## src/sv/pwiz_pkg.sv

```systemverilog
package pwiz_pkg;

  localparam int unsigned MeasW    = 16;
  localparam int unsigned ErrW     = 17;
  localparam int unsigned DtW      = 16;
  localparam int unsigned GainW    = 16;
  localparam int unsigned IntegW   = 40;
  localparam int unsigned DriveW   = 32;
  localparam int unsigned CfgIdxW  = 3;
  localparam int unsigned CfgDataW = 40;
  localparam int unsigned MulAW    = 18;
  localparam int unsigned MulBW    = 21;
  localparam int unsigned ProdW    = MulAW + MulBW;
  localparam int unsigned AccW     = 57;

  typedef enum logic [CfgIdxW-1:0] {
    REG_SETPOINT,
    REG_GAIN_PROP,
    REG_GAIN_INTEG,
    REG_GAIN_DERIV,
    REG_INTEG_ZONE,
    REG_INTEG_MIN,
    REG_INTEG_MAX,
    REG_LOOP_EN
  } pwiz_reg_e;

  typedef enum logic [1:0] {
    ACT_SAMPLE = 2'd0,
    ACT_RESYNC = 2'd1,
    ACT_CLEAR  = 2'd2
  } pwiz_action_e;

  typedef enum logic [3:0] {
    ST_IDLE,
    ST_TRAP,
    ST_SUM,
    ST_CLAMP,
    ST_PROP,
    ST_DERIV,
    ST_ILO,
    ST_IHI,
    ST_FIN,
    ST_OUT
  } pwiz_state_e;

  typedef struct packed {
    logic signed [GainW-1:0]  setpoint;
    logic signed [GainW-1:0]  gain_prop;
    logic signed [GainW-1:0]  gain_integ;
    logic signed [GainW-1:0]  gain_deriv;
    logic        [GainW-1:0]  integral_zone;
    logic signed [IntegW-1:0] integral_min;
    logic signed [IntegW-1:0] integral_max;
    logic                     loop_enabled;
  } pwiz_cfg_t;

endpackage

```

## src/sv/pwiz_regs.sv

```systemverilog
module pwiz_regs (
  input  logic                          clk_i,
  input  logic                          rst_ni,
  input  logic                          cfg_valid_i,
  input  logic [pwiz_pkg::CfgIdxW-1:0]  cfg_index_i,
  input  logic [pwiz_pkg::CfgDataW-1:0] cfg_data_i,
  output pwiz_pkg::pwiz_cfg_t           cfg_o
);
  import pwiz_pkg::*;

  pwiz_cfg_t cfg_q;

  always_ff @(posedge clk_i or negedge rst_ni) begin
    if (!rst_ni) begin
      cfg_q <= '0;
    end else if (cfg_valid_i) begin
      unique case (pwiz_reg_e'(cfg_index_i))
        REG_SETPOINT:   cfg_q.setpoint      <= cfg_data_i[GainW-1:0];
        REG_GAIN_PROP:  cfg_q.gain_prop     <= cfg_data_i[GainW-1:0];
        REG_GAIN_INTEG: cfg_q.gain_integ    <= cfg_data_i[GainW-1:0];
        REG_GAIN_DERIV: cfg_q.gain_deriv    <= cfg_data_i[GainW-1:0];
        REG_INTEG_ZONE: cfg_q.integral_zone <= cfg_data_i[GainW-1:0];
        REG_INTEG_MIN:  cfg_q.integral_min  <= cfg_data_i[IntegW-1:0];
        REG_INTEG_MAX:  cfg_q.integral_max  <= cfg_data_i[IntegW-1:0];
        REG_LOOP_EN:    cfg_q.loop_enabled  <= cfg_data_i[0];
        default:        cfg_q               <= cfg_q;
      endcase
    end
  end

  assign cfg_o = cfg_q;

endmodule

```

## src/sv/pwiz_mul.sv

```systemverilog
module pwiz_mul (
  input  logic                               clk_i,
  input  logic                               en_i,
  input  logic signed [pwiz_pkg::MulAW-1:0]  a_i,
  input  logic signed [pwiz_pkg::MulBW-1:0]  b_i,
  output logic signed [pwiz_pkg::ProdW-1:0]  prod_o
);
  import pwiz_pkg::*;

  logic signed [ProdW-1:0] prod_q;

  always_ff @(posedge clk_i) begin
    if (en_i) begin
      prod_q <= ProdW'(a_i * b_i);
    end
  end

  assign prod_o = prod_q;

endmodule

```

## src/sv/pid_with_integral_zone.sv

```systemverilog
// Channel   Direction  Signals
// ------    ---------  ------------------------------------------------
// in        sink       in_valid_i / in_ready_o, action_i, measurement_i,
//                      elapsed_time_i
// out       source     out_valid_o / out_ready_i, drive_o
// cfg       sink       cfg_valid_i / cfg_ready_o, cfg_index_i, cfg_data_i
//
// An enabled control sample steps through TRAP, SUM and CLAMP (only when the
// error is inside the integral zone), PROP, DERIV, ILO, IHI, FIN and OUT, and
// the next item is accepted once the sequencer is back in idle. Resync,
// clear and disabled samples are handled in idle and produce no result.
// All products go through one registered 18x21 multiplier, one per cycle.
// in_ready_o is high only in the idle state; a result waiting in the output
// register stalls the sequencer in its last step. Reset clears the state,
// the integrator, config, previous-sample and output-valid registers to zero.
module pid_with_integral_zone (
  input  logic                                clk_i,
  input  logic                                rst_ni,
  input  logic                                in_valid_i,
  output logic                                in_ready_o,
  input  logic [1:0]                          action_i,
  input  logic signed [pwiz_pkg::MeasW-1:0]   measurement_i,
  input  logic [pwiz_pkg::DtW-1:0]            elapsed_time_i,
  output logic                                out_valid_o,
  input  logic                                out_ready_i,
  output logic signed [pwiz_pkg::DriveW-1:0]  drive_o,
  input  logic                                cfg_valid_i,
  output logic                                cfg_ready_o,
  input  logic [pwiz_pkg::CfgIdxW-1:0]        cfg_index_i,
  input  logic [pwiz_pkg::CfgDataW-1:0]       cfg_data_i
);
  import pwiz_pkg::*;

  pwiz_cfg_t   cfg;
  pwiz_state_e state_q, state_d;

  logic signed [MeasW-1:0]  meas_q, prev_meas_q;
  logic        [DtW-1:0]    dt_q;
  logic signed [ErrW-1:0]   err_q, prev_err_q, err_in;
  logic signed [IntegW-1:0] integ_q, integ_sat;
  logic signed [AccW-1:0]   acc_q, prod_ext;
  logic signed [DriveW-1:0] drive_q, drive_sat;
  logic                     out_valid_q;

  logic signed [MulAW-1:0]  mul_a;
  logic signed [MulBW-1:0]  mul_b;
  logic signed [ProdW-1:0]  prod;
  logic                     mul_en;

  logic                     in_fire, out_load, in_zone;
  logic        [ErrW-1:0]   abs_err;
  logic signed [ErrW-1:0]   dmeas;
  logic signed [IntegW:0]   integ_sum;
  logic        [AccW-48:0]  acc_top;

  pwiz_regs u_regs (
    .clk_i      (clk_i),
    .rst_ni     (rst_ni),
    .cfg_valid_i(cfg_valid_i),
    .cfg_index_i(cfg_index_i),
    .cfg_data_i (cfg_data_i),
    .cfg_o      (cfg)
  );

  pwiz_mul u_mul (
    .clk_i (clk_i),
    .en_i  (mul_en),
    .a_i   (mul_a),
    .b_i   (mul_b),
    .prod_o(prod)
  );

  assign cfg_ready_o = 1'b1;
  assign in_ready_o  = (state_q == ST_IDLE);
  assign in_fire     = in_valid_i && in_ready_o;
  assign out_load    = (state_q == ST_OUT) && (!out_valid_q || out_ready_i);

  assign err_in  = {cfg.setpoint[GainW-1], cfg.setpoint}
                 - {measurement_i[MeasW-1], measurement_i};
  assign abs_err = err_q[ErrW-1] ? ErrW'(-err_q) : ErrW'(err_q);
  assign in_zone = (cfg.integral_zone != '0) && (abs_err < {1'b0, cfg.integral_zone});
  assign dmeas   = {meas_q[MeasW-1], meas_q} - {prev_meas_q[MeasW-1], prev_meas_q};

  assign prod_ext = {{(AccW-ProdW){prod[ProdW-1]}}, prod};

  // saturating integrator add of floor(product / 2)
  assign integ_sum = {integ_q[IntegW-1], integ_q}
                   + {{3{prod[ProdW-1]}}, prod[ProdW-1:1]};
  always_comb begin
    if (integ_sum[IntegW] != integ_sum[IntegW-1]) begin
      integ_sat = integ_sum[IntegW] ? {1'b1, {(IntegW-1){1'b0}}}
                                    : {1'b0, {(IntegW-1){1'b1}}};
    end else begin
      integ_sat = integ_sum[IntegW-1:0];
    end
  end

  assign acc_top = acc_q[AccW-1:47];
  always_comb begin
    if ((&acc_top) || !(|acc_top)) begin
      drive_sat = acc_q[47:16];
    end else begin
      drive_sat = acc_q[AccW-1] ? {1'b1, {(DriveW-1){1'b0}}}
                                : {1'b0, {(DriveW-1){1'b1}}};
    end
  end

  always_comb begin
    mul_a  = '0;
    mul_b  = '0;
    mul_en = 1'b1;
    unique case (state_q)
      ST_TRAP: begin
        mul_a = {err_q[ErrW-1], err_q} + {prev_err_q[ErrW-1], prev_err_q};
        mul_b = {{(MulBW-DtW){1'b0}}, dt_q};
      end
      ST_PROP: begin
        mul_a = {{(MulAW-GainW){cfg.gain_prop[GainW-1]}}, cfg.gain_prop};
        mul_b = {{(MulBW-ErrW){err_q[ErrW-1]}}, err_q};
      end
      ST_DERIV: begin
        mul_a = {{(MulAW-GainW){cfg.gain_deriv[GainW-1]}}, cfg.gain_deriv};
        mul_b = {{(MulBW-ErrW){dmeas[ErrW-1]}}, dmeas};
      end
      ST_ILO: begin
        mul_a = {{(MulAW-GainW){cfg.gain_integ[GainW-1]}}, cfg.gain_integ};
        mul_b = {1'b0, integ_q[19:0]};
      end
      ST_IHI: begin
        mul_a = {{(MulAW-GainW){cfg.gain_integ[GainW-1]}}, cfg.gain_integ};
        mul_b = {integ_q[IntegW-1], integ_q[IntegW-1:20]};
      end
      default: mul_en = 1'b0;
    endcase
  end

  always_comb begin
    state_d = state_q;
    unique case (state_q)
      ST_IDLE: begin
        if (in_fire && (action_i == ACT_SAMPLE) && cfg.loop_enabled) begin
          state_d = ST_TRAP;
        end
      end
      ST_TRAP:  state_d = in_zone ? ST_SUM : ST_PROP;
      ST_SUM:   state_d = ST_CLAMP;
      ST_CLAMP: state_d = ST_PROP;
      ST_PROP:  state_d = ST_DERIV;
      ST_DERIV: state_d = ST_ILO;
      ST_ILO:   state_d = ST_IHI;
      ST_IHI:   state_d = ST_FIN;
      ST_FIN:   state_d = ST_OUT;
      ST_OUT: begin
        if (out_load) begin
          state_d = ST_IDLE;
        end
      end
      default:  state_d = ST_IDLE;
    endcase
  end

  always_ff @(posedge clk_i or negedge rst_ni) begin
    if (!rst_ni) begin
      state_q <= ST_IDLE;
    end else begin
      state_q <= state_d;
    end
  end

  always_ff @(posedge clk_i or negedge rst_ni) begin
    if (!rst_ni) begin
      prev_meas_q <= '0;
      prev_err_q  <= '0;
      integ_q     <= '0;
      out_valid_q <= 1'b0;
    end else begin
      if (in_fire) begin
        priority case (action_i)
          ACT_RESYNC: prev_err_q <= err_in;
          ACT_CLEAR:  integ_q    <= '0;
          ACT_SAMPLE: begin
            if (!cfg.loop_enabled) begin
              prev_err_q <= err_in;
            end
          end
          default: ;
        endcase
      end
      if (state_q == ST_SUM) begin
        integ_q <= integ_sat;
      end
      if ((state_q == ST_CLAMP) && (cfg.integral_min < cfg.integral_max)) begin
        if (integ_q < cfg.integral_min) begin
          integ_q <= cfg.integral_min;
        end else if (integ_q > cfg.integral_max) begin
          integ_q <= cfg.integral_max;
        end
      end
      if (out_load) begin
        prev_meas_q <= meas_q;
        prev_err_q  <= err_q;
        out_valid_q <= 1'b1;
      end else if (out_ready_i) begin
        out_valid_q <= 1'b0;
      end
    end
  end

  always_ff @(posedge clk_i) begin
    if (in_fire) begin
      meas_q <= measurement_i;
      dt_q   <= elapsed_time_i;
      err_q  <= err_in;
    end
    unique case (state_q)
      ST_DERIV: acc_q <= prod_ext <<< 16;
      ST_ILO:   acc_q <= acc_q + (prod_ext <<< 16);
      ST_IHI:   acc_q <= acc_q + prod_ext;
      ST_FIN:   acc_q <= acc_q + (prod_ext <<< 20);
      default:  acc_q <= acc_q;
    endcase
    if (out_load) begin
      drive_q <= drive_sat;
    end
  end

  assign out_valid_o = out_valid_q;
  assign drive_o     = drive_q;

endmodule
```

## config.mk

```make
export PLATFORM = sky130hd
export DESIGN_NAME = pid_with_integral_zone
export DESIGN_NICKNAME = d
export VERILOG_FILES = /design/src/sv/pwiz_pkg.sv /design/src/sv/pwiz_regs.sv /design/src/sv/pwiz_mul.sv /design/src/sv/pid_with_integral_zone.sv
export SDC_FILE = /design/constraint.sdc
export NUM_CORES = 2
export LEC_CHECK = 0
export BUFFER_PORTS_ARGS = -buffer_cell sky130_fd_sc_hd__clkbuf_2
export CORE_AREA = 2 2 327 264
export CTS_CLUSTER_SIZE = 40
export DETAILED_ROUTE_END_ITERATION = 6
export DIE_AREA = 0 0 329 266
export PLACE_DENSITY_LB_ADDON = 0.25
export SLEW_MARGIN = 20
export SYNTH_ARGS = -nofsm -noshare
export SYNTH_HDL_FRONTEND = slang
export SYNTH_SLANG_ARGS = --single-unit
```

## constraint.sdc

```tcl
create_clock -name clk_i -period 15.2 [get_ports clk_i]
set_clock_uncertainty 0.05 [all_clocks]
set_input_delay 0.76 -clock clk_i [delete_from_list [all_inputs] [get_ports clk_i]]
set_output_delay 0.76 -clock clk_i [all_outputs]
set_load 0.02 [all_outputs]
```

# Word level (Yosys, flattened, before mapping)
# Index checks and enable logic that the tools add are counted.
[word_totals] ff_bits=416 latchBits=0 ramBits=0 rom_bits=0 in_bits=82 output_inout_bits=35 elab_cells=111 mem_count=0
[classes] addsub=8 mul=1 div_mod_pow=0 order_cmp=4 eq_ne=22 shift=0 n_mux=25 bitwise_logic=0 n_reduce_logical=32
[op_table] op="two-way mux 40 bit" count=8
[op_table] op="case mux 57 bit (4 select lines)" count=1
[op_table] op="case mux 21 bit (5 select lines)" count=1
[op_table] op="< comparator 40 bit" count=2
[op_table] op="case mux 18 bit (4 select lines)" count=1
[op_table] op="two-way mux 17 bit" count=4
[op_table] op="two-way mux 32 bit" count=2
[op_table] op="adder 57 x 39 -> 57 bit" count=1
[op_table] op="adder 57 x 55 -> 57 bit" count=1
[op_table] op="adder 57 bit" count=1
[op_table] op="adder 40 x 38 -> 41 bit" count=1
[op_table] op="greater-than comparator 40 bit" count=1
[op_table] op="case mux 4 bit (10 select lines)" count=1
[op_table] op="multiplier 18 x 21 -> 39 bit" count=1
[op_table] op="case mux 17 bit (2 select lines)" count=1
[op_table] op="subtractor 16 x 16 -> 17 bit" count=2
[op_table] op="adder 17 x 17 -> 18 bit" count=1
[op_table] op="AND reduction 2 bit" count=9
[op_table] op="< comparator 17 x 16 -> 1 bit" count=1
[op_table] op="negator 17 bit" count=1
[op_table] op="equality test 4 x 3 -> 1 bit (second input constant)" count=4
[op_table] op="nonzero test 16 bit" count=1
[op_table] op="equality test 3 bit (second input constant)" count=4
[op_table] op="AND reduction 10 bit" count=1
[op_table] op="27 further kinds" count=41

# Logic depth before layout (Yosys ltp)
[depth] ltp_word=7 mapped_depth=38 depth_no_buf=37

# Cells and area by module
# Synthesis repeated with hierarchy kept, for this count alone.
[hier_totals] hier_cells=5049 hier_area_um2=46544.6
[by_module_without_submodules] module="pid_with_integral_zone" instances=1 cells_each=3094 area_each_um2=25299.3 seq_area_each_um2=6095.8
[by_module_without_submodules] module="pwiz_mul" instances=1 cells_each=1607 area_each_um2=15055.7 seq_area_each_um2=1171.1
[by_module_without_submodules] module="pwiz_regs" instances=1 cells_each=348 area_each_um2=6189.7 seq_area_each_um2=4028.9

# Worst setup path before layout
# Ideal clock, no wire load.
[synth_path] kind="reg-to-reg" startpoint="register meas_q[0]" endpoint="register u_mul.prod_q[38] (netlist: u_mul.prod_o[38]) (data pin)" setup_ns=0.157 arrival_time_ns=8.288 t_required_ns=14.993 setup_slack_ns=6.705 path_stages_with_launch=39 path_buffers=1 synth_period_minus_slack_ns=8.495 cell_sequence="edfxtp_1 -> inv_1 -> ha_1 -> fa_1 -> nor2b_1 -> o21ai_0 -> a21boi_0 -> o21ai_0 -> a21boi_1 -> o21a_1 -> nor3_1 -> o31ai_1 -> nand2_1 -> nand2_1 -> clkbuf_1 -> nand2_1 -> fa_1 -> inv_1 -> [... 3 more ...] -> inv_1 -> fa_1 -> inv_1 -> fa_1 -> inv_1 -> fa_1 -> ha_1 -> a21o_1 -> a21o_1 -> a21o_1 -> a21oi_1 -> o21ai_1 -> o21a_1 -> a311o_1 -> a41oi_2 -> a211oi_1 -> and4_1 -> nor3_1"
[synth_via] elab_chain_cells=3
[synth_rtl] element="from (decl)" line="pid_with_integral_zone.sv:37" text="logic signed [MeasW-1:0] meas_q, prev_meas_q;"
[synth_rtl] element="from (signal assigned)" line="pid_with_integral_zone.sv:211" text="meas_q <= measurement_i;"
[synth_rtl] element="subtractor 16 x 16 -> 17 bit" line="pid_with_integral_zone.sv:82" text="assign dmeas = {meas_q[MeasW-1], meas_q} - {prev_meas_q[MeasW-1], prev_meas_q};"
[synth_rtl] element="case mux 21 bit (5 select lines)" line="pid_with_integral_zone.sv:112" text="unique case (state_q)"
[synth_rtl] element="multiplier 18 x 21 -> 39 bit" line="pwiz_mul.sv:14" text="prod_q <= ProdW'(a_i * b_i);"
[synth_rtl] element="to (signal assigned)" line="pwiz_mul.sv:14"
[synth_rtl] element="to (decl)" line="pwiz_mul.sv:10" text="logic signed [ProdW-1:0] prod_q;"
# Every way passes these cells.
# A chain may end at the register's enable or synchronous reset.

# Worst setup path in the final report
# Same ends and word-level chain as after synthesis.

==> run metrics <==
synth warn=0; count leader, synth=inv_1; Final ANT Viol Nets=0; Final min period=9530 ps; number of H-tree levels=2; Syn Area/Cell=9.11 um2; final hold viol count=0; Async S/R FF share, synth=0.575; worst r2r src=meas_q[0]; Crit. End Element=register; CP Buf/Inv Count=5; Placed Cells incl. Taps=just over 6,000; Die H=between 200 and 300 um; Area growth syn-to-layout=7.40%; CTS tree=built; DP HPWL=between 100 and 150 mm; die area=87,500 um2; final max-slew violation count=0; synth unique cells=~110; start point of the critical path=meas_q[0]; Yosys top cell area share=0.167; layout cells sized above 1=0.0932; CTS resizes=0; nets=about 6,000; maximum capacitance violations=0; die width=between 300 and 400 um; top_reg_cell synth=dfrtp_1; synth cell count leaders=inv_1 (635), nand2_1 (553), ha_1 (452); Via Count=between 30,000 and 40,000; cell type with the highest aggregate area in the netlist=fa_1; Hold WC Path Type=primary input to asynchronous set/reset pin; total I/O pin count=approximately 120; RSZ-0062 raised after global routing=no; Worst EP required=about 16,000 ps; CP most frequent cell=fa_1; setup tns final=0 ps; Congestion Overflow GR=0; # DRC=0; worst skew pair latency=between 600 and 700 ps; wire per inst=about 23 um; Mapped Cells=~5,000; CP Max Fanout=7; cts bufs inserted=48; initial DRC count=approximately 3,800; clock-pin transition on the worst setup and hold timing paths=roughly 60 ps; status=complete, no violations; Max stage delay on crit path=a little under 800 ps; Cell Area, Placed=about 48,000 um2; initial antenna violation count=3; final setup fails=0; gpl congestion=0.978; root buf cell=clkbuf_16; Post-CTS Hold Buffers=0; non-filler cells, final=between 6,000 and 7,000; post-synthesis sequential area ratio=0.246; final cycle utilization of the critical path=0.627; global-route wire length before repair=around 220 mm; Setup crit start kind=register; I/O Buffers=~120; total routed wirelength=144 mm; largest net degree at the start of global routing=104; Top Family by Delay on Critical Path=adder cells; Post-CTS Setup Bufs=0; Final Instance Area=~49,000 um2; cell area after synthesis=about 46,000 um2; syn_nets=between 5,000 and 6,000; CP Class=register to register; slowest cell on the critical path=a221oi_1; Core ar.=around 85,000 um2; Worst slew margin=0.283; fillcell total=7,422; register bit total from synthesis=roughly 420; Num Clock Sinks=between 400 and 500; Max Root-Sink Buffers=3; first drt pass iteration count=7; critical path arrival=9860 ps; Synth area leaders=fa_1 (17%), dfrtp_1 (13%), ha_1 (12%); vias in the first global route=around 37,000; Initial Util=0.543; number of flops mapped to enable cells by yosys=between 150 and 200; Worst-Margin Slew=1080 ps; vias per std cell=between 6 and 7; FMAX=approximately 0.10 GHz; Std-Cell Rows=96; Global Route Usage Sum=0.332
## final timing paths
kind	endpoint	slack (ps)	cells past startpoint
min in group clk_i	dt_q[2]	250	1
worst max register to register	u_mul.prod_o[38]	5670	33
worst min-delay path	u_regs.cfg_o[136]	80	1
max in group asynchronous	prev_meas_q[2]	13530	2
worst max-delay path	u_mul.prod_o[38]	5670	33
worst min register to register	prev_meas_q[9]	450	2
## registers in the layout (all words and copies together) (netlist names)
signal,flops
out_valid_o,1
prev_meas_q,16
integ_q,40
state_q,4
meas_q,16
u_mul.prod_o,39
dt_q,16
u_regs.cfg_o,161
prev_err_q,17
drive_o,32
err_q,17
acc_q,57
## per-layer routing
| metal | global-route usage | vias up | part of all wire |
|---|---|---|---|
| met2 | 0.482 | 1797 | 0.41 |
| met3 | 0.0727 | 300 | 0.11 |
| met1 | 0.485 | 18664 | 0.44 |
| met5 | 0 | - | 0.00017 |
| met4 | 0.125 | 4 | 0.042 |
| li1 | - | 17588 | - |
## through the flow
step,setup slack [ps],utilization,hold WS (ps)
4_1_cts,5630,0.583,127
3_5_place_dp,5660,0.563,431
6_report,5670,0.583,77.6
3_3_place_gp,5890,0.563,421
2_1_floorplan,6700,-,400
5_1_grt,5040,0.583,138
## final cells by class
class	instances	area, um2	area share
diodes	2	5.00	0.000101
clock buffers	66	1340	0.0271
clock inverters	24	332	0.00671
inverters	637	2390	0.0484
multi-input cells	3791	31600	0.640
flip-flops and latches	416	11300	0.229
well taps	1127	1410	0.0285
repair buffers	173	1020	0.0206
## layout by cell type (no fill, tap or decap), types with 148 or more instances in the layout
cell / synthesis / routed
a21oi_1: 310 / 309
dfrtp_1: 239 / 239
edfxtp_1: 177 / 177
fa_1: 384 / 384
ha_1: 452 / 452
inv_1: 635 / 634
mux2_2: 148 / 148
nand2_1: 553 / 551
nor2_1: 322 / 319
o21ai_0: 257 / 256
## logic make-up after synthesis
logic type	Yosys count	share of synthesized area
fa+ha+maj	836	0.290
mux	174	0.0419
xor+xnor	221	0.0422
buf+inv	840	0.0697
flops	416	0.246
compound gates	1233	0.178
other cells	1	0.0000815
simple gates	1326	0.132
Power is not shown: default switching activity piles up to over one toggle a cycle in this logic, so the estimate is an artifact.
